`config.mk`:
```
export PLATFORM = sky130hd
export DESIGN_NAME = base64url_stream_decoder
export DESIGN_NICKNAME = d
export VERILOG_FILES = /design/src/sv/b64_pkg.sv /design/src/sv/b64_front.sv /design/src/sv/b64_fifo.sv /design/src/sv/b64_back.sv /design/src/sv/base64url_stream_decoder.sv
export VERILOG_INCLUDE_DIRS = /design/src /design/src/sv
export SDC_FILE = /design/constraint.sdc
export NUM_CORES = 1
export LEC_CHECK = 0
export ABC_AREA = 1
export BUFFER_PORTS_ARGS = -buffer_cell sky130_fd_sc_hd__buf_2
export CAP_MARGIN = 20
export CORE_MARGIN = 2
export CORE_UTILIZATION = 40
export CTS_BUF_LIST = sky130_fd_sc_hd__clkbuf_8
export DETAILED_ROUTE_END_ITERATION = 8
export PLACE_DENSITY = 0.62
export SYNTH_ARGS = -nofsm -noshare
export SYNTH_HDL_FRONTEND = slang
export SYNTH_SLANG_ARGS = --single-unit
```
`constraint.sdc`:
```
create_clock -name clk -period 10.85 [get_ports clk]
set_clock_uncertainty 0.2 [all_clocks]
set_input_delay 2.17 -clock clk [delete_from_list [all_inputs] [get_ports clk]]
set_output_delay 2.17 -clock clk [all_outputs]
set_load 0.03 [all_outputs]
```
`src/sv/base64url_stream_decoder_macros.svh`:
```
// Assertion macros shared by the base64url stream decoder files.
`ifndef BASE64URL_STREAM_DECODER_MACROS_SVH
`define BASE64URL_STREAM_DECODER_MACROS_SVH

`ifndef SYNTHESIS
`define B64_ASSERT_IMPL(label, clk, rst_n, ante, cons) \
  label: assert property (@(posedge clk) disable iff (!rst_n) (ante) |-> (cons)) \
    else $error("b64 assertion failed");
`define B64_ASSERT_NEXT(label, clk, rst_n, ante, cons) \
  label: assert property (@(posedge clk) disable iff (!rst_n) (ante) |=> (cons)) \
    else $error("b64 assertion failed");
`else
`define B64_ASSERT_IMPL(label, clk, rst_n, ante, cons)
`define B64_ASSERT_NEXT(label, clk, rst_n, ante, cons)
`endif

`endif

```
`src/sv/b64_pkg.sv`:
```
// Types, constants and the character classifier of the base64url stream decoder.
package b64_pkg;

  localparam int unsigned QueueDepth = 4;
  localparam int unsigned PtrW = $clog2(QueueDepth);
  localparam logic [23:0] CountMax = 24'hFFFFFF;

  typedef enum logic [1:0] {
    ST_BYTE = 2'd0,
    ST_DONE = 2'd1,
    ST_ERR  = 2'd2
  } status_t;

  typedef enum logic [1:0] {
    TAIL_NONE,
    TAIL_DONE,
    TAIL_ERR
  } tail_t;

  typedef enum logic [1:0] {
    KIND_ALPHA,
    KIND_SPACE,
    KIND_BAD
  } kind_t;

  typedef struct packed {
    kind_t      kind;
    logic [5:0] value;
  } class_t;

  typedef struct packed {
    logic [2:0][7:0] data;
    logic [1:0]      nbytes;
    tail_t           tail;
    logic [23:0]     total;
  } job_t;

  function automatic class_t classify(input logic [7:0] c);
    class_t r;
    r.kind  = KIND_BAD;
    r.value = 6'd0;
    if (c >= 8'h41 && c <= 8'h5A) begin
      r.kind  = KIND_ALPHA;
      r.value = 6'(c - 8'h41);
    end else if (c >= 8'h61 && c <= 8'h7A) begin
      r.kind  = KIND_ALPHA;
      r.value = 6'(c - 8'd71);
    end else if (c >= 8'h30 && c <= 8'h39) begin
      r.kind  = KIND_ALPHA;
      r.value = 6'(c + 8'd4);
    end else if (c == 8'h2D) begin
      r.kind  = KIND_ALPHA;
      r.value = 6'd62;
    end else if (c == 8'h5F) begin
      r.kind  = KIND_ALPHA;
      r.value = 6'd63;
    end else if (c == 8'h20 || c == 8'h0A || c == 8'h09) begin
      r.kind  = KIND_SPACE;
    end
    return r;
  endfunction

endpackage

```
`src/sv/b64_front.sv`:
```
// Front end: classifies characters, gathers sextets and builds result jobs.
module b64_front (
  input  logic          clk,
  input  logic          rst_n,
  input  logic [7:0]    in_char_i,
  input  logic          in_final_i,
  input  logic          accept_i,
  output b64_pkg::job_t job_o,
  output logic          job_valid_o
);
  import b64_pkg::*;

  logic [17:0] accum_r, accum_nxt;
  logic [1:0]  cnt_r, cnt_nxt;
  logic        skip_r, skip_nxt;
  logic [23:0] bytes_r, bytes_nxt;

  class_t      cls;
  job_t        job;
  logic [23:0] grp;
  logic [17:0] sh_acc;
  logic [1:0]  sh_cnt;
  logic [24:0] sum;
  logic [23:0] sat;

  always_comb begin
    cls         = classify(in_char_i);
    accum_nxt   = accum_r;
    cnt_nxt     = cnt_r;
    skip_nxt    = skip_r;
    bytes_nxt   = bytes_r;
    job.data    = '0;
    job.nbytes  = 2'd0;
    job.tail    = TAIL_NONE;
    job.total   = 24'd0;
    grp         = {accum_r, cls.value};
    sh_acc      = accum_r;
    sh_cnt      = cnt_r;
    sum         = 25'd0;
    sat         = 24'd0;
    if (skip_r) begin
      if (in_final_i) begin
        accum_nxt = '0;
        cnt_nxt   = '0;
        skip_nxt  = 1'b0;
        bytes_nxt = '0;
      end
    end else if (cls.kind == KIND_BAD) begin
      job.tail = TAIL_ERR;
      if (in_final_i) begin
        accum_nxt = '0;
        cnt_nxt   = '0;
        bytes_nxt = '0;
      end else begin
        skip_nxt = 1'b1;
      end
    end else begin
      if (cls.kind == KIND_ALPHA) begin
        if (cnt_r == 2'd3) begin
          job.data[0] = grp[23:16];
          job.data[1] = grp[15:8];
          job.data[2] = grp[7:0];
          job.nbytes  = 2'd3;
          sh_acc      = '0;
          sh_cnt      = 2'd0;
        end else begin
          sh_acc = {accum_r[11:0], cls.value};
          sh_cnt = cnt_r + 2'd1;
        end
      end
      if (in_final_i) begin
        case (sh_cnt)
          2'd1: job.tail = TAIL_ERR;
          2'd2: begin
            job.data[0] = sh_acc[11:4];
            job.nbytes  = 2'd1;
            job.tail    = TAIL_DONE;
          end
          2'd3: begin
            job.data[0] = sh_acc[17:10];
            job.data[1] = sh_acc[9:2];
            job.nbytes  = 2'd2;
            job.tail    = TAIL_DONE;
          end
          default: job.tail = TAIL_DONE;
        endcase
      end
      sum       = {1'b0, bytes_r} + 25'(job.nbytes);
      sat       = sum[24] ? CountMax : sum[23:0];
      job.total = sat;
      if (in_final_i) begin
        accum_nxt = '0;
        cnt_nxt   = '0;
        bytes_nxt = '0;
      end else begin
        accum_nxt = sh_acc;
        cnt_nxt   = sh_cnt;
        bytes_nxt = sat;
      end
    end
  end

  assign job_o       = job;
  assign job_valid_o = accept_i && ((job.nbytes != 2'd0) || (job.tail != TAIL_NONE));

  always_ff @(posedge clk) begin
    if (!rst_n) begin
      accum_r <= '0;
      cnt_r   <= '0;
      skip_r  <= 1'b0;
      bytes_r <= '0;
    end else if (accept_i) begin
      accum_r <= accum_nxt;
      cnt_r   <= cnt_nxt;
      skip_r  <= skip_nxt;
      bytes_r <= bytes_nxt;
    end
  end

endmodule

```
`src/sv/b64_fifo.sv`:
```
// Short job queue between the front end and the result sequencer.
`include "base64url_stream_decoder_macros.svh"
module b64_fifo (
  input  logic          clk,
  input  logic          rst_n,
  input  logic          push_i,
  input  b64_pkg::job_t push_job_i,
  input  logic          pop_i,
  output b64_pkg::job_t head_o,
  output logic          full_o,
  output logic          empty_o
);
  import b64_pkg::*;

  job_t            slots_r [QueueDepth];
  logic [PtrW:0]   wr_r, wr_nxt;
  logic [PtrW:0]   rd_r, rd_nxt;

  assign empty_o = (wr_r == rd_r);
  assign full_o  = (wr_r[PtrW] != rd_r[PtrW]) && (wr_r[PtrW-1:0] == rd_r[PtrW-1:0]);
  assign head_o  = slots_r[rd_r[PtrW-1:0]];
  assign wr_nxt  = wr_r + (PtrW+1)'(push_i && !full_o);
  assign rd_nxt  = rd_r + (PtrW+1)'(pop_i && !empty_o);

  always_ff @(posedge clk) begin
    if (!rst_n) begin
      wr_r <= '0;
      rd_r <= '0;
    end else begin
      wr_r <= wr_nxt;
      rd_r <= rd_nxt;
    end
  end

  always_ff @(posedge clk) begin
    if (push_i && !full_o) begin
      slots_r[wr_r[PtrW-1:0]] <= push_job_i;
    end
  end

  `B64_ASSERT_IMPL(a_no_push_when_full, clk, rst_n, full_o, !push_i)
  `B64_ASSERT_NEXT(a_push_fills, clk, rst_n, push_i && !full_o, !empty_o)

endmodule

```
`src/sv/b64_back.sv`:
```
// Result sequencer: expands each job into result words behind an output register.
`include "base64url_stream_decoder_macros.svh"
module b64_back (
  input  logic          clk,
  input  logic          rst_n,
  input  b64_pkg::job_t job_i,
  input  logic          job_empty_i,
  output logic          job_pop_o,
  input  logic          pop,
  output logic          empty,
  output logic [7:0]    out_data_byte,
  output logic [1:0]    out_status,
  output logic [23:0]   out_total_bytes,
  output logic          out_run_end
);
  import b64_pkg::*;

  logic        valid_r;
  logic [1:0]  idx_r, idx_nxt;
  logic [7:0]  byte_r, byte_nxt;
  status_t     status_r, status_nxt;
  logic [23:0] total_r, total_nxt;
  logic        end_r, end_nxt;

  logic [2:0]  count;
  logic        last;
  logic        advance;
  logic        load;

  always_comb begin
    count      = {1'b0, job_i.nbytes} + 3'(job_i.tail != TAIL_NONE);
    last       = ({1'b0, idx_r} == (count - 3'd1));
    advance    = !valid_r || pop;
    load       = advance && !job_empty_i;
    idx_nxt    = idx_r;
    byte_nxt   = 8'd0;
    status_nxt = ST_BYTE;
    total_nxt  = 24'd0;
    end_nxt    = last;
    if ({1'b0, idx_r} < {1'b0, job_i.nbytes}) begin
      case (idx_r)
        2'd0:    byte_nxt = job_i.data[0];
        2'd1:    byte_nxt = job_i.data[1];
        default: byte_nxt = job_i.data[2];
      endcase
    end else if (job_i.tail == TAIL_DONE) begin
      status_nxt = ST_DONE;
      total_nxt  = job_i.total;
    end else begin
      status_nxt = ST_ERR;
    end
    if (load) begin
      idx_nxt = last ? 2'd0 : idx_r + 2'd1;
    end
  end

  assign job_pop_o       = load && last;
  assign empty           = !valid_r;
  assign out_data_byte   = byte_r;
  assign out_status      = status_r;
  assign out_total_bytes = total_r;
  assign out_run_end     = end_r;

  always_ff @(posedge clk) begin
    if (!rst_n) begin
      valid_r <= 1'b0;
      idx_r   <= '0;
    end else begin
      idx_r <= idx_nxt;
      if (advance) begin
        valid_r <= !job_empty_i;
      end
    end
  end

  always_ff @(posedge clk) begin
    if (load) begin
      byte_r   <= byte_nxt;
      status_r <= status_nxt;
      total_r  <= total_nxt;
      end_r    <= end_nxt;
    end
  end

  `B64_ASSERT_IMPL(a_idx_needs_job, clk, rst_n, idx_r != 2'd0, !job_empty_i)
  `B64_ASSERT_IMPL(a_tail_ends_run, clk, rst_n, valid_r && status_r != ST_BYTE, end_r)

endmodule

```
`src/sv/base64url_stream_decoder.sv`:
```
// Top level of the base64url stream decoder: front end, job queue and result sequencer.
//
//   channel  | ports                                                  | handshake
//   ---------+--------------------------------------------------------+-----------
//   input    | in_text_char, in_final_char                            | push / full
//   result   | out_data_byte, out_status, out_total_bytes, out_run_end | empty / pop
//
// One character is accepted every cycle while full is low.
// The result sequencer delivers one word per cycle while pop is high and keeps each job until
// its last word is loaded; a four-entry job queue absorbs bursts; full rises when it fills.
// With the queue and sequencer idle, a word passes through the job queue and then the output
// register before it reaches the result ports.
// Synchronous reset clears decoder state, the queue and the output valid flag.
module base64url_stream_decoder (
  input  logic        clk,
  input  logic        rst_n,
  input  logic [7:0]  in_text_char,
  input  logic        in_final_char,
  input  logic        push,
  output logic        full,
  output logic        empty,
  input  logic        pop,
  output logic [7:0]  out_data_byte,
  output logic [1:0]  out_status,
  output logic [23:0] out_total_bytes,
  output logic        out_run_end
);
  import b64_pkg::*;

  job_t job_in;
  job_t job_head;
  logic job_push;
  logic job_pop;
  logic job_empty;
  logic accept;

  assign accept = push && !full;

  b64_front u_front (
    .clk        (clk),
    .rst_n      (rst_n),
    .in_char_i  (in_text_char),
    .in_final_i (in_final_char),
    .accept_i   (accept),
    .job_o      (job_in),
    .job_valid_o(job_push)
  );

  b64_fifo u_fifo (
    .clk       (clk),
    .rst_n     (rst_n),
    .push_i    (job_push),
    .push_job_i(job_in),
    .pop_i     (job_pop),
    .head_o    (job_head),
    .full_o    (full),
    .empty_o   (job_empty)
  );

  b64_back u_back (
    .clk            (clk),
    .rst_n          (rst_n),
    .job_i          (job_head),
    .job_empty_i    (job_empty),
    .job_pop_o      (job_pop),
    .pop            (pop),
    .empty          (empty),
    .out_data_byte  (out_data_byte),
    .out_status     (out_status),
    .out_total_bytes(out_total_bytes),
    .out_run_end    (out_run_end)
  );

endmodule

```
### Word-level counts from Yosys, hierarchy flattened

Memory sizes are Yosys's and may differ from the RTL's. A register that Yosys moved wholly into a read port is not among the register bits.
Cells that the tools add are included.

* register bits after elaboration: 89
* memories kept: 1
* word-level logic and storage cells: 120
* bits of input ports: 13
* bits in writable memories: 208
* output and inout bits: 37

Memories
* u_fifo.slots_r: words 4, bits a word 52, rd ports 1, clocked after memory_dff 1, wr ports 1, RTL line b64_fifo.sv:15 `job_t slots_r [QueueDepth];`

* magnitude comparators: 7
* bitwise logic cells: 1
* muxes and demuxes: 47
* eq/ne operators: 16
* reductions and logical operators: 25
* $add $sub $neg: 10

Operators by type and width (number)
* $mux 24: 6
* $mux 18: 6
* $mux 26: 3
* $mux 20: 3
* $mux 52: 1
* $mux 8: 5
* $mux 2: 15
* $add 24x2->25: 1
* $pmux 10 s2: 1
* $eq 8x4->1 const B: 2
* $eq 8x6->1 const B: 2
* $ge 8x7->1 const B: 2
* $le 8x7->1 const B: 2
* $pmux 8 s2: 1
* $logic_and 1x1->1: 10
* $eq 2x2->1 const B: 4
* $eq 8x7->1 const B: 1
* $ge 8x6->1 const B: 1
* $le 8x6->1 const B: 1
* $add 3x1->3: 2
* $add 6x3->6 const B: 1
* $eq 2x1->1 const B: 3
* $mux 6: 1
* $reduce_bool 2->1: 3
* 18 further kinds: 29

### Depth between registers and ports, before layout

Gate-level depths: netlist of the first run.

* word-level depth: 28
* gate-level depth with buffers: 30
* mapped depth without buffers: 29

### Cells and area by module

Synthesis of the first run repeated with hierarchy kept, for this count alone.

* cells, all modules: 1611
* area total of the unflattened synthesis: 14711.6 µm²

By module, submodules not included
* b64_fifo: cells an instance 556, times used 1, area each 7995.2 µm², sequential area each 6366.1 µm²
* b64_front: cells an instance 887, times used 1, area each 4941.0 µm², sequential area each 900.9 µm²
* b64_back: cells an instance 166, times used 1, area each 1765.4 µm², sequential area each 1111.1 µm²
* base64url_stream_decoder: cells an instance 2, times used 1, area each 10.0 µm², sequential area each 0.0 µm²

### Worst setup path before layout of the first run

No wires, ideal clock.

* path type: input to register
* from: in in_text_char[2]
* to: mem u_fifo.slots_r[2][0] (netlist name) (enable)
* library setup time: 526 ps
* path slack: 2741 ps
* buffers on the path: 3
* required time: 10124 ps
* arrival: 7383 ps
* stages on the path: 14
* path through: buf_2 -> inv_1 -> ha_1 -> nand2_1 -> nand2_1 -> nor2_4 -> nor2_2 -> nand2_4 -> buf_6 -> nand3_4 -> buf_2 -> a31oi_1 -> nand2_1 -> nor3_1

* word-level cells in the longest chain between the ends: 26
* elaborated cells on any way between the ends: 46
* those cells by class: order compare (6); eq/ne (9); mux (20); reduce/logical (11)

Ends and longest elaborated chain
* start, declared: RTL line base64url_stream_decoder.sv:17 `input logic [7:0] in_text_char,`
* $eq 8x6->1 / $eq 8x4->1 (equally long branches): RTL line b64_pkg.sv:57 `end else if (c == 8'h20 || c == 8'h0A || c == 8'h09) begin`
* $logic_or 1x1->1 (2 in a row): RTL line b64_pkg.sv:57
* $mux 2: RTL line b64_pkg.sv:57
* $mux 2: RTL line b64_pkg.sv:54 `end else if (c == 8'h5F) begin`
* $mux 8: RTL line b64_pkg.sv:51 `end else if (c == 8'h2D) begin`
* $mux 8: RTL line b64_pkg.sv:48 `end else if (c >= 8'h30 && c <= 8'h39) begin`
* $mux 8: RTL line b64_pkg.sv:45 `end else if (c >= 8'h61 && c <= 8'h7A) begin`
* $mux 8 (*): RTL line b64_pkg.sv:42 `if (c >= 8'h41 && c <= 8'h5A) begin`
* [... 9 more ...]
* $mux 26 / $mux 2 (equally long branches): RTL line b64_front.sv:48 `end else if (cls.kind == KIND_BAD) begin`
* $mux 52 (*): RTL line b64_front.sv:41 `if (skip_r) begin`
* $reduce_bool 2->1: RTL line b64_front.sv:104 `assign job_valid_o = accept_i && ((job.nbytes != 2'd0) || (job.tail != TAIL_NONE));`
* $logic_or 1x1->1 (*): RTL line b64_front.sv:104
* $logic_and 1x1->1 (*): RTL line b64_front.sv:104
* $logic_and 1x1->1 (*): RTL line b64_fifo.sv:36 `if (push_i && !full_o) begin`
* $mux 1 (*): RTL line b64_fifo.sv:36
* $mux 1 (implied by the code) (*): RTL line b64_fifo.sv:37 `slots_r[wr_r[PtrW-1:0]] <= push_job_i;`
* end, declared: RTL line b64_fifo.sv:15

Mark *: on every way between the ends. The rest lies on a longest branch, timed or not. The select of a mux whose other input is x is not followed.

==> results.py, run 1 <==
metrics = {
    "outcome": {
        "outcome": "finished, final reports clean",
    },
    "clock_tree": {
        "cts.sinks": 297,
        "post_cts_buffers": 0,
        "cts_made_buffers": 47,
        "clk_root_buffer_cell": "clkbuf_8",
        "cts_resized": 0,
        "cts.path.max_buffers": 3,
        "insertion_delay_ps": 580,
        "cts.clk_slew.worst_paths_ps": 60,
        "htree_levels": 2,
        "cts_hold_buffers": 0,
        "tritoncts": "built",
    },
    "worst_setup_path": {
        "required_ps": 10940,
        "crit_path_end_kind": "flop",
        "crit_fanout": 32,
        "r2r_end": "u_fifo.rd_r[2]$_SDFF_PN0_",
        "rrSetupSlack_ps": 6040,
        "worstPathArrival_ps": 6600,
        "rr_worst_depth": 17,
        "r2r-start": "u_fifo.rd_r[0]$_SDFF_PN0_",
        "timing_worst_setup_path_type": "input port to flop",
        "cp-endpoint": "u_fifo.slots_r[2][13]$_DFFE_PP_",
        "startpoint_type": "input port",
        "cp-startpoint": "in_text_char[2]",
    },
    "sta": {
        "rsz0062_at_grt": "false",
        "setup_viol": 0,
        "fin_hold_ws_ps": 285,
        "maxSlewViolCount": 0,
        "worst_pin_slew_ps": 1040,
        "setup_ws_ps": 4340,
        "relSlewSlack_pct": 30.6,
        "finalHoldViolCount": 0,
        "fmax_mhz": 154,
        "fin_tns_setup_ps": 0,
        "min_period_over_period_pct": 60.0,
        "timing.final.crit_period_ps": 6510,
    },
    "drt": {
        "drt_wl_total_mm": 37.7,
        "first_pass_iters": 5,
        "wire_per_inst_microns": 17.4,
        "final_antenna_net_count": 0,
        "vias_per_cell": 5.31,
        "drt_iter0_drc": 1035,
        "drc": 0,
        "vias": 11487,
    },
    "pwr": {
        "powerDensity_nw_per_um2": 185,
        "comb_power_share_pct": 20.9,
        "p_int_mw": 2.09,
        "switching_share_pct": 31.5,
        "p_seq_share_pct": 46.1,
        "p_switching_uw": 963,
        "irDropWorstVdd_v": 0.0000847,
        "clockPowerShare_pct": 33.0,
        "p_leak_nw": 6.14,
    },
    "die": {
        "io_pins": 50,
        "start_util_pct": 40.8,
        "dieArea_sq_um": 39100,
        "num_rows": 70,
        "die_w_microns": 198,
        "die_y_microns": 198,
        "coreArea_sq_um": 36800,
    },
    "placed_design": {
        "post-place-ws_ps": 3830,
        "placed_area_sq_um": 15500,
        "hpwlAfterDp_mm": 22.4,
        "io_buffers": 49,
        "gp_congestion": 0.892,
    },
    "yosys": {
        "ys_warn_count": 0,
        "synth_area_per_cell_sq_um": 9.18,
        "syn_nets": 1671,
        "yosysSeqAreaShare_pct": 55.8,
        "synthesis.area_sq_um": 15000,
        "yosysUniqueCellTypes": 46,
        "synth-seq-cells": 297,
        "postSynthCellCount": 1635,
    },
    "grt": {
        "grt_pass1_vias": 10884,
        "grt_first_pass_wirelength_mm": 59.8,
        "antenna_found_initial": 0,
        "overflow": 0,
        "grt_max_degree": 105,
        "grt_usage_pct": 19.5,
    },
    "flow_run": {
        "maxCapViolCount": 0,
    },
    "cells_and_area": {
        "area_growth_pct": 10.2,
        "n_antenna_cell": 0,
        "layout_commonest_cell": "nand2_1",
        "drive_gt1_share_pct": 13.9,
        "fin_nets": 1692,
        "postLayoutCoreUtil_pct": 45.0,
        "fin_area_sq_um": 16500,
        "mostFrequentLayoutCells": "nand2_1 (277), nor2_1 (271), edfxtp_1 (243)",
    },
    "min_path": {
        "hold_class": "flop to flop",
        "whs_path_depth": 2,
    },
}
-- cells in the mapped netlist, drive strengths merged --
cell / count / area share, %
nand3: 106 / 4.0
o21ai: 163 / 5.5
xnor2: 9 / 0.53
buf: 46 / 2.1
a32oi: 1 / 0.058
nand4: 8 / 0.33
a31oi: 20 / 0.83
nor2: 284 / 7.7
clkbuf: 47 / 1.2
nand2: 296 / 8.1
a221oi: 8 / 0.47
a2111oi: 1 / 0.067
ha: 22 / 1.8
a21oi: 149 / 5.4
fa: 1 / 0.13
o22ai: 23 / 1.1
clkinv: 2 / 0.050
edfxtp: 243 / 49
a211oi: 2 / 0.10
or2: 15 / 0.63
a32o: 1 / 0.067
nor3: 15 / 0.61
inv: 106 / 2.7
dfxtp: 54 / 7.2
nand3b: 4 / 0.20
xor2: 9 / 0.53
-- kinds of logic after synthesis --
kind of cell / synth area share [%]
DFF: 55.8
and+or+nand+nor: 21.6
adders and majority gates: 1.97
AOI/OAI and AO/OA: 13.6
xor gates and xnor gates: 1.05
buffers and inverters: 5.97
-- state kept, by name, indices dropped and copies added, names as in the netlist, 2 cells and up --
name,cells
u_front.cnt_r,2
u_back.out_status,2
u_fifo.rd_r,3
u_fifo.wr_r,3
u_fifo.slots_r,208
u_front.accum_r,18
u_front.bytes_r,24
u_back.idx_r,2
u_back.out_data_byte,8
u_back.out_total_bytes,24
-- critical path, cell delays in order --
cell     delay [ps]
buf_2           200
inv_1           150
ha_1            260
nand2_1         100
nand2_1         100
nor2_4          170
nor2_2           70
nand2_4         180
nand3_4         340
nand2_1         150
o21ai_1         100
nor2_2          130
nand2_1         260
nand2_1         170
ha_1            190
fa_1            240
nand2_1         100
nor2_2          260
nand3_2         600
a31oi_1         650
-- power by group through the flow --
stage | sequential [mW] | clock [mW] | combinational [mW]
3_3_place_gp | 1.43 | 0 | 0.630
4_1_cts | 1.41 | 1.03 | 0.638
6_report | 1.41 | 1.01 | 0.639
3_5_place_dp | 1.43 | 0 | 0.637
2_1_floorplan | 1.56 | 0 | 0.326
5_1_grt | 1.42 | 1.07 | 0.704
-- final cells by class --
type	count	area, sq um
clock buffers	55	757
clock inverters	33	254
fillers	3527	20200
inverters	108	409
multi-input cells	1137	5750
flip-flops and latches	297	8380
well taps	468	586
repair buffers	65	398
-- through the flow --
stage	power (mW)	instances
2_1_floorplan	1.89	1635
3_3_place_gp	2.06	2073
3_5_place_dp	2.07	2073
4_1_cts	3.08	2161
5_1_grt	3.20	2163
6_report	3.05	2163
-- routing by layer --
layer	vias to the layer above	global-route usage [%]	wire length, microns
met1	5448	27.7	17600
met4	0	6.07	764
met3	51	3.28	2400
met5	-	0	0
met2	338	30.6	17000
li1	5650	-	-
-- worst min path at each step --
| stage | start | end | slack [ps] |
|---|---|---|---|
| global placement | u_front.accum_r[5]$_SDFFE_PN0P_ | u_front.accum_r[5]$_SDFFE_PN0P_ | 270 |
| CTS | u_front.accum_r[2]$_SDFFE_PN0P_ | u_front.accum_r[2]$_SDFFE_PN0P_ | 290 |
| floorplan | u_front.accum_r[7]$_SDFFE_PN0P_ | u_front.accum_r[7]$_SDFFE_PN0P_ | 250 |
| finish | u_front.accum_r[2]$_SDFFE_PN0P_ | u_front.accum_r[2]$_SDFFE_PN0P_ | 280 |
| detailed placement | u_front.accum_r[2]$_SDFFE_PN0P_ | u_front.accum_r[2]$_SDFFE_PN0P_ | 280 |
| global route | u_front.accum_r[5]$_SDFFE_PN0P_ | u_front.accum_r[5]$_SDFFE_PN0P_ | 320 |
Note: power is estimated with default switching activity, not from simulation.
==> run 2, diff against run 1 <==
--- a/config.mk
+++ b/config.mk
@@ -13,7 +13,7 @@
 export CORE_UTILIZATION = 40
 export CTS_BUF_LIST = sky130_fd_sc_hd__clkbuf_8
 export DETAILED_ROUTE_END_ITERATION = 8
-export PLACE_DENSITY = 0.62
+export PLACE_DENSITY = 0.64
 export SYNTH_ARGS = -nofsm -noshare
 export SYNTH_HDL_FRONTEND = slang
 export SYNTH_SLANG_ARGS = --single-unit
==> constraint.sdc (replaced) <==
create_clock -name clk -period 5.8 [get_ports clk]
set_clock_uncertainty 0.2 [all_clocks]
set_input_delay 1.16 -clock clk [delete_from_list [all_inputs] [get_ports clk]]
set_output_delay 1.16 -clock clk [all_outputs]
set_load 0.03 [all_outputs]
==> run 2 against run 1 <==
Net effect:
- critical path depth stayed put
- critical endpoint is now u_fifo.slots_r[1][11]$_DFFE_PP_
- hold slack worse by 0.77 ps
- cell area is 0.29% higher
- highest routed layer unchanged
- cell count is 0.32% higher
- largest cell class unchanged
- clock-buffer cell count is 3 lower
- flip-flop and latch count stayed put
- critical path type unchanged
- power is 85% higher
==> results.py, run 2 (synthesis results as in run 1) <==
metrics = {
    "drt": {
        "first_pass_iters": 5,
        "vias": 11508,
        "wire_per_inst_microns": 17.1,
        "drt_wl_total_mm": 37.2,
        "drc": 0,
        "vias_per_cell": 5.30,
        "final_antenna_net_count": 0,
        "drt_iter0_drc": 916,
    },
    "worst_setup_path": {
        "required_ps": 6010,
        "crit_path_end_kind": "flop",
        "rr_worst_depth": 16,
        "crit_fanout": 28,
        "r2r-start": "u_fifo.rd_r[0]$_SDFF_PN0_",
        "cp-endpoint": "u_fifo.slots_r[1][11]$_DFFE_PP_",
        "startpoint_type": "input port",
        "rrSetupSlack_ps": 1550,
        "r2r_end": "u_fifo.rd_r[2]$_SDFF_PN0_",
        "worstPathArrival_ps": 5230,
        "cp-startpoint": "in_text_char[2]",
        "timing_worst_setup_path_type": "input port to flop",
    },
    "placed_design": {
        "hpwlAfterDp_mm": 23.1,
        "gp_congestion": 0.906,
        "io_buffers": 49,
    },
    "pwr": {
        "finalPower_mw": 5.64,
        "irDropWorstVdd_v": 0.000157,
        "powerDensity_nw_per_um2": 340,
        "p_leak_nw": 6.12,
    },
    "sta": {
        "min_period_over_period_pct": 86.5,
        "maxSlewViolCount": 0,
        "worst_pin_slew_ps": 1110,
        "fmax_mhz": 199,
        "finalHoldViolCount": 0,
        "relSlewSlack_pct": 26.1,
        "timing.final.crit_period_ps": 5020,
        "fin_hold_ws_ps": 284,
        "rsz0062_at_grt": "false",
        "setup_viol": 0,
    },
    "grt": {
        "grt_first_pass_wirelength_mm": 58.8,
        "antenna_found_initial": 1,
        "grt_max_degree": 78,
        "overflow": 0,
        "grt_pass1_vias": 10773,
        "grt_usage_pct": 19.1,
    },
    "die": {
        "num_rows": 70,
        "die_y_microns": 198,
        "coreArea_sq_um": 36800,
        "io_pins": 50,
        "die_w_microns": 198,
        "dieArea_sq_um": 39100,
        "start_util_pct": 40.8,
    },
    "clock_tree": {
        "cts.path.max_buffers": 3,
        "cts.clk_slew.worst_paths_ps": 70,
        "cts.sinks": 297,
        "cts_resized": 0,
        "tritoncts": "built",
        "insertion_delay_ps": 600,
        "post_cts_buffers": 0,
        "clk_root_buffer_cell": "clkbuf_8",
        "cts_hold_buffers": 0,
        "cts_made_buffers": 46,
        "htree_levels": 2,
    },
    "cells_and_area": {
        "area_growth_pct": 10.5,
        "mostFrequentLayoutCells": "nand2_1 (277), nor2_1 (271), edfxtp_1 (243)",
        "layout_commonest_cell": "nand2_1",
        "drive_gt1_share_pct": 14.4,
        "largest_reg_flops": 208,
        "fin_nets": 1699,
    },
    "outcome": {
        "outcome": "finished, final reports clean",
    },
    "min_path": {
        "hold_class": "flop to flop",
    },
    "flow_run": {
        "maxCapViolCount": 0,
    },
}
-- run 2: cell types whose count changed in the layout (fill, tap and decap cells not counted) --
cell,previous run,this run
buf_12,1,4
inv_1,110,98
inv_6,1,2
clkinv_4,0,1
buf_4,14,19
clkinv_1,2,10
clkinv_2,5,9
diode_2,0,1
clkinvlp_4,4,3
bufinv_16,4,3
clkbuf_8,55,52
inv_2,14,15
-- run 2: report_power, final --
part / leakage (nW) / internal, mW / switching, mW / total [mW]
Clock: 0.516 / 0.968 / 0.835 / 1.80
Combinational: 2.83 / 0.322 / 0.877 / 1.20
Sequential: 2.77 / 2.55 / 0.0899 / 2.64
-- run 2: how the worst min path moves through the flow --
stage | from | end | slack [ps] | depth (start not counted)
after floorplan | u_front.accum_r[7]$_SDFFE_PN0P_ | u_front.accum_r[7]$_SDFFE_PN0P_ | 250 | 2
after global placement | u_front.accum_r[2]$_SDFFE_PN0P_ | u_front.accum_r[2]$_SDFFE_PN0P_ | 270 | 2
after detailed placement | u_front.accum_r[5]$_SDFFE_PN0P_ | u_front.accum_r[5]$_SDFFE_PN0P_ | 280 | 2
after CTS | u_front.accum_r[5]$_SDFFE_PN0P_ | u_front.accum_r[5]$_SDFFE_PN0P_ | 290 | 2
after global routing | u_front.accum_r[5]$_SDFFE_PN0P_ | u_front.accum_r[5]$_SDFFE_PN0P_ | 310 | 2
final | u_front.accum_r[5]$_SDFFE_PN0P_ | u_front.accum_r[5]$_SDFFE_PN0P_ | 280 | 2
-- run 2: cell type report --
cell class / count / area [sq um]
multi-input cells: 1137 / 5750
inverters: 108 / 408
clock buffers: 52 / 716
well taps: 468 / 586
repair buffers: 73 / 495
fillers: 3458 / 20200
clock inverters: 34 / 244
diodes: 1 / 2.50
flip-flops and latches: 297 / 8380
-- run 2: worst max-delay path, stage by stage --
cell and delay, ps:
buf_2 210, inv_1 160, ha_1 260, a21oi_1 310
nor2_1 70, nand2_1 110, nand2_4 140, nand3_4 260
nand2_8 110, inv_4 170, nand2_1 130, nand2_1 100
ha_1 180, fa_1 250, nand2_1 100, nor2_2 270
nand3_2 590, nand3b_1 340, inv_1 80, nor2_1 190
-- run 2: metrics by stage --
stage	utilization (%)	std cells	TNS (ps)	area (sq um)	setup WS, ps
final	45.1	2170	0	16600	780
after floorplan	-	1635	-270210	15000	-1300
after global placement	42.4	2082	0	15600	366
after global routing	45.1	2169	0	16600	354
after CTS	45.0	2168	0	16600	845
after detailed placement	42.4	2082	0	15600	231
-- run 2: layer usage --
| metal | global-route usage, % | vias to the layer above | part of all wire [%] |
|---|---|---|---|
| met3 | 2.58 | 51 | 5.9 |
| met4 | 5.79 | 0 | 2.1 |
| met5 | 0 | - | 0 |
| met2 | 30.9 | 345 | 46 |
| met1 | 26.8 | 5443 | 46 |
| li1 | - | 5669 | - |
==> run 3, diff against run 2 <==
--- a/config.mk
+++ b/config.mk
@@ -10,10 +10,11 @@
 export BUFFER_PORTS_ARGS = -buffer_cell sky130_fd_sc_hd__buf_2
 export CAP_MARGIN = 20
 export CORE_MARGIN = 2
-export CORE_UTILIZATION = 40
+export CORE_UTILIZATION = 50
 export CTS_BUF_LIST = sky130_fd_sc_hd__clkbuf_8
 export DETAILED_ROUTE_END_ITERATION = 8
-export PLACE_DENSITY = 0.64
+export PLACE_DENSITY = 0.76
 export SYNTH_ARGS = -nofsm -noshare
 export SYNTH_HDL_FRONTEND = slang
+export SYNTH_HIERARCHICAL = 1
 export SYNTH_SLANG_ARGS = --single-unit
==> run 3 against run 2 <==
Net effect:
- critical path depth increased by 6
- clock power down 8%
- highest routed layer unchanged
- sequential share of layout area grew 1.2 points
- fmax shrank 3.5%
- flip-flop and latch count unchanged
- clock-buffer cell count fell by 2
- via count up 0.83%
- power is 11% lower
- cell count fell by 4.5%
- non-clock buffer count unchanged
- die area decreased by 21%
- sequential power is 5% lower
==> results.py, run 3 <==
metrics = {
    "worst_setup_path": {
        "startpoint_type": "input port",
        "timing_worst_setup_path_type": "input port to flop",
        "required_ps": 6090,
        "crit_slowest_cell": "a31oi_1",
        "crit_fanout": 25,
        "path_common_cell": "nand2_1",
        "slowest_delay_ps": 470,
        "crit_path_end_kind": "flop",
        "worstPathArrival_ps": 5490,
    },
    "sta": {
        "timing.final.crit_period_ps": 5200,
        "maxSlewViolCount": 0,
        "relSlewSlack_pct": 36.6,
        "rsz0062_at_grt": "false",
        "finalHoldViolCount": 0,
        "setup_viol": 0,
        "fin_tns_setup_ps": 0,
        "fmax_mhz": 192,
        "min_period_over_period_pct": 89.6,
        "worst_pin_slew_ps": 951,
    },
    "min_path": {
        "hold_class": "flop to flop",
    },
    "drt": {
        "drc": 0,
        "drt_iter0_drc": 1282,
        "wire_per_inst_microns": 17.3,
        "vias": 11604,
        "drt_wl_total_mm": 35.8,
        "vias_per_cell": 5.60,
        "first_pass_iters": 6,
        "final_antenna_net_count": 0,
    },
    "yosys": {
        "synth_async_sr_flop_share_pct": 0,
        "yosysUniqueCellTypes": 43,
        "ys_warn_count": 6,
        "synth_area_leaders": "edfxtp_1 (50%), nand2_1 (8.1%), dfxtp_1 (7.3%)",
        "synth_top_area_cell": "edfxtp_1",
        "synthesis.area_sq_um": 14700,
        "synth.most_common_cell": "nand2_1",
        "synth_area_per_cell_sq_um": 9.13,
        "yosysSeqAreaShare_pct": 56.9,
        "ys.flop_type": "edfxtp_1",
        "synth_top_cell_area_share_pct": 49.6,
        "syn_nets": 1647,
        "synth-seq-cells": 297,
        "synth_commonest_cells": "nand2_1 (316), edfxtp_1 (243), nor2_1 (202), o21ai_0 (169), inv_1 (130)",
        "synth-edff-count": 243,
        "postSynthCellCount": 1611,
    },
    "die": {
        "io_pins": 50,
        "coreArea_sq_um": 28900,
        "die_y_microns": 176,
        "start_util_pct": 51.0,
        "die_w_microns": 176,
        "num_rows": 62,
        "dieArea_sq_um": 30800,
    },
    "clock_tree": {
        "cts.sinks": 297,
        "clk_root_buffer_cell": "clkbuf_8",
        "post_cts_buffers": 0,
        "insertion_delay_ps": 560,
        "cts.clk_slew.worst_paths_ps": 60,
        "htree_levels": 2,
        "tritoncts": "built",
        "cts.path.max_buffers": 3,
        "cts_made_buffers": 46,
    },
    "cells_and_area": {
        "postLayoutCoreUtil_pct": 56.1,
        "drive_gt1_share_pct": 12.4,
        "n_antenna_cell": 0,
        "layout_commonest_cell": "nand2_1",
        "fin_area_sq_um": 16200,
        "largest_reg_flops": 208,
        "mostFrequentLayoutCells": "nand2_1 (316), edfxtp_1 (243), nor2_1 (198)",
        "nFillCells": 2542,
        "fin_nets": 1686,
        "instances_no_fill": 2072,
        "area_growth_pct": 10.0,
    },
    "grt": {
        "grt_pass1_vias": 10925,
        "antenna_found_initial": 0,
        "overflow": 0,
        "grt_first_pass_wirelength_mm": 57.5,
        "grt_max_degree": 57,
        "grt_usage_pct": 23.3,
    },
    "pwr": {
        "powerDensity_nw_per_um2": 312,
        "p_switching_mw": 1.50,
        "p_leak_nw": 6.46,
        "finalPower_mw": 5.05,
        "irDropWorstVdd_v": 0.000154,
        "clockPowerShare_pct": 32.8,
        "p_int_mw": 3.55,
        "p_seq_share_pct": 49.9,
        "switching_share_pct": 29.7,
        "comb_power_share_pct": 17.3,
    },
    "placed_design": {
        "placed_area_sq_um": 15300,
        "hpwlAfterDp_mm": 23.0,
        "gp_congestion": 0.948,
        "io_buffers": 49,
        "place_inst": 1986,
    },
    "outcome": {
        "outcome": "finished, final reports clean",
    },
    "flow_run": {
        "maxCapViolCount": 0,
    },
}
[run 3: cell types whose count changed in the layout (fill, tap and decap cells not counted), moves of 15 or more]
cell / previous run / this run
nand3_1: 97 / 80
a21oi_2: 17 / 2
nor2_1: 271 / 198
nand2_1: 277 / 316
a21oi_1: 132 / 102
inv_1: 98 / 141
nor2_2: 5 / 23
o22ai_1: 20 / 53
o21ai_0: 139 / 169
[run 3: final timing paths]
| check | from | endpoint | slack [ps] | depth (start not counted) |
|---|---|---|---|---|
| min reg2reg | u_front/accum_r[17]$_SDFFE_PN0P_ | u_front/accum_r[17]$_SDFFE_PN0P_ | 280 | 2 |
| max | in_text_char[0] | u_front/bytes_r[22]$_SDFFE_PN0P_ | 600 | 26 |
| max reg2reg | u_front/cnt_r[0]$_SDFFE_PN0P_ | u_front/bytes_r[22]$_SDFFE_PN0P_ | 1750 | 17 |
| min | u_front/accum_r[17]$_SDFFE_PN0P_ | u_front/accum_r[17]$_SDFFE_PN0P_ | 280 | 2 |
[run 3: logic make-up after synthesis]
logic type | after synthesis | synth area share (%)
AND/OR/NAND/NOR | 685 | 20.2
AO/OA/AOI/OAI | 364 | 13.3
flip-flops | 297 | 56.9
buffers and inverters | 223 | 6.37
adder cells (fa/ha/maj) | 23 | 2.01
XOR/XNOR | 19 | 1.13
[run 3: what timing repair did]
item,CTS,global route
hold buffers,0,0
gates resized for setup,0,1
setup endpoints to repair,0,1
[run 3: layer usage]
layer | part of all wire, % | wire, microns | vias up | track usage (%)
met5 | 0 | 0 | - | 0
met4 | 2.1 | 765 | 0 | 7.13
met3 | 7.8 | 2780 | 74 | 3.46
met2 | 45 | 16200 | 494 | 36.7
met1 | 45 | 16000 | 5437 | 33.6
li1 | - | - | 5599 | -
[run 3: critical path: cells and delay by family]
family,cells,cell delay (ps)
AO/OA/AOI/OAI,2,600
adder cells (fa/ha/maj),2,470
buffers and inverters,7,1160
AND/OR/NAND/NOR,15,2090
[run 3: through the flow]
| stage | worst slack (ps) | hold slack, ps |
|---|---|---|
| floorplan | -19.7 | 258 |
| global placement | 265 | 270 |
| detailed placement | 21.1 | 276 |
| CTS | 598 | 285 |
| global route | 54.7 | 304 |
| finish | 601 | 285 |
[run 3: layout make-up]
type                            instances  area [sq um]  share of cell area (%)
Clock buffer                           50           688                    4.25
Timing Repair Buffer                   73           475                    2.94
Multi-Input combinational cell       1091          5430                    33.6
Sequential cell                       297          8380                    51.8
Clock inverter                         36           198                    1.22
Inverter                              141           529                    3.27
Tap cell                              384           480                    2.97
[run 3: power groups by stage]
stage / sequential, mW / clock (mW) / combinational, mW
4_1_cts: 2.52 / 1.69 / 0.874
5_1_grt: 2.53 / 1.78 / 0.964
3_5_place_dp: 2.56 / 0 / 0.869
3_3_place_gp: 2.56 / 0 / 0.856
2_1_floorplan: 2.67 / 0 / 0.514
6_report: 2.52 / 1.66 / 0.874
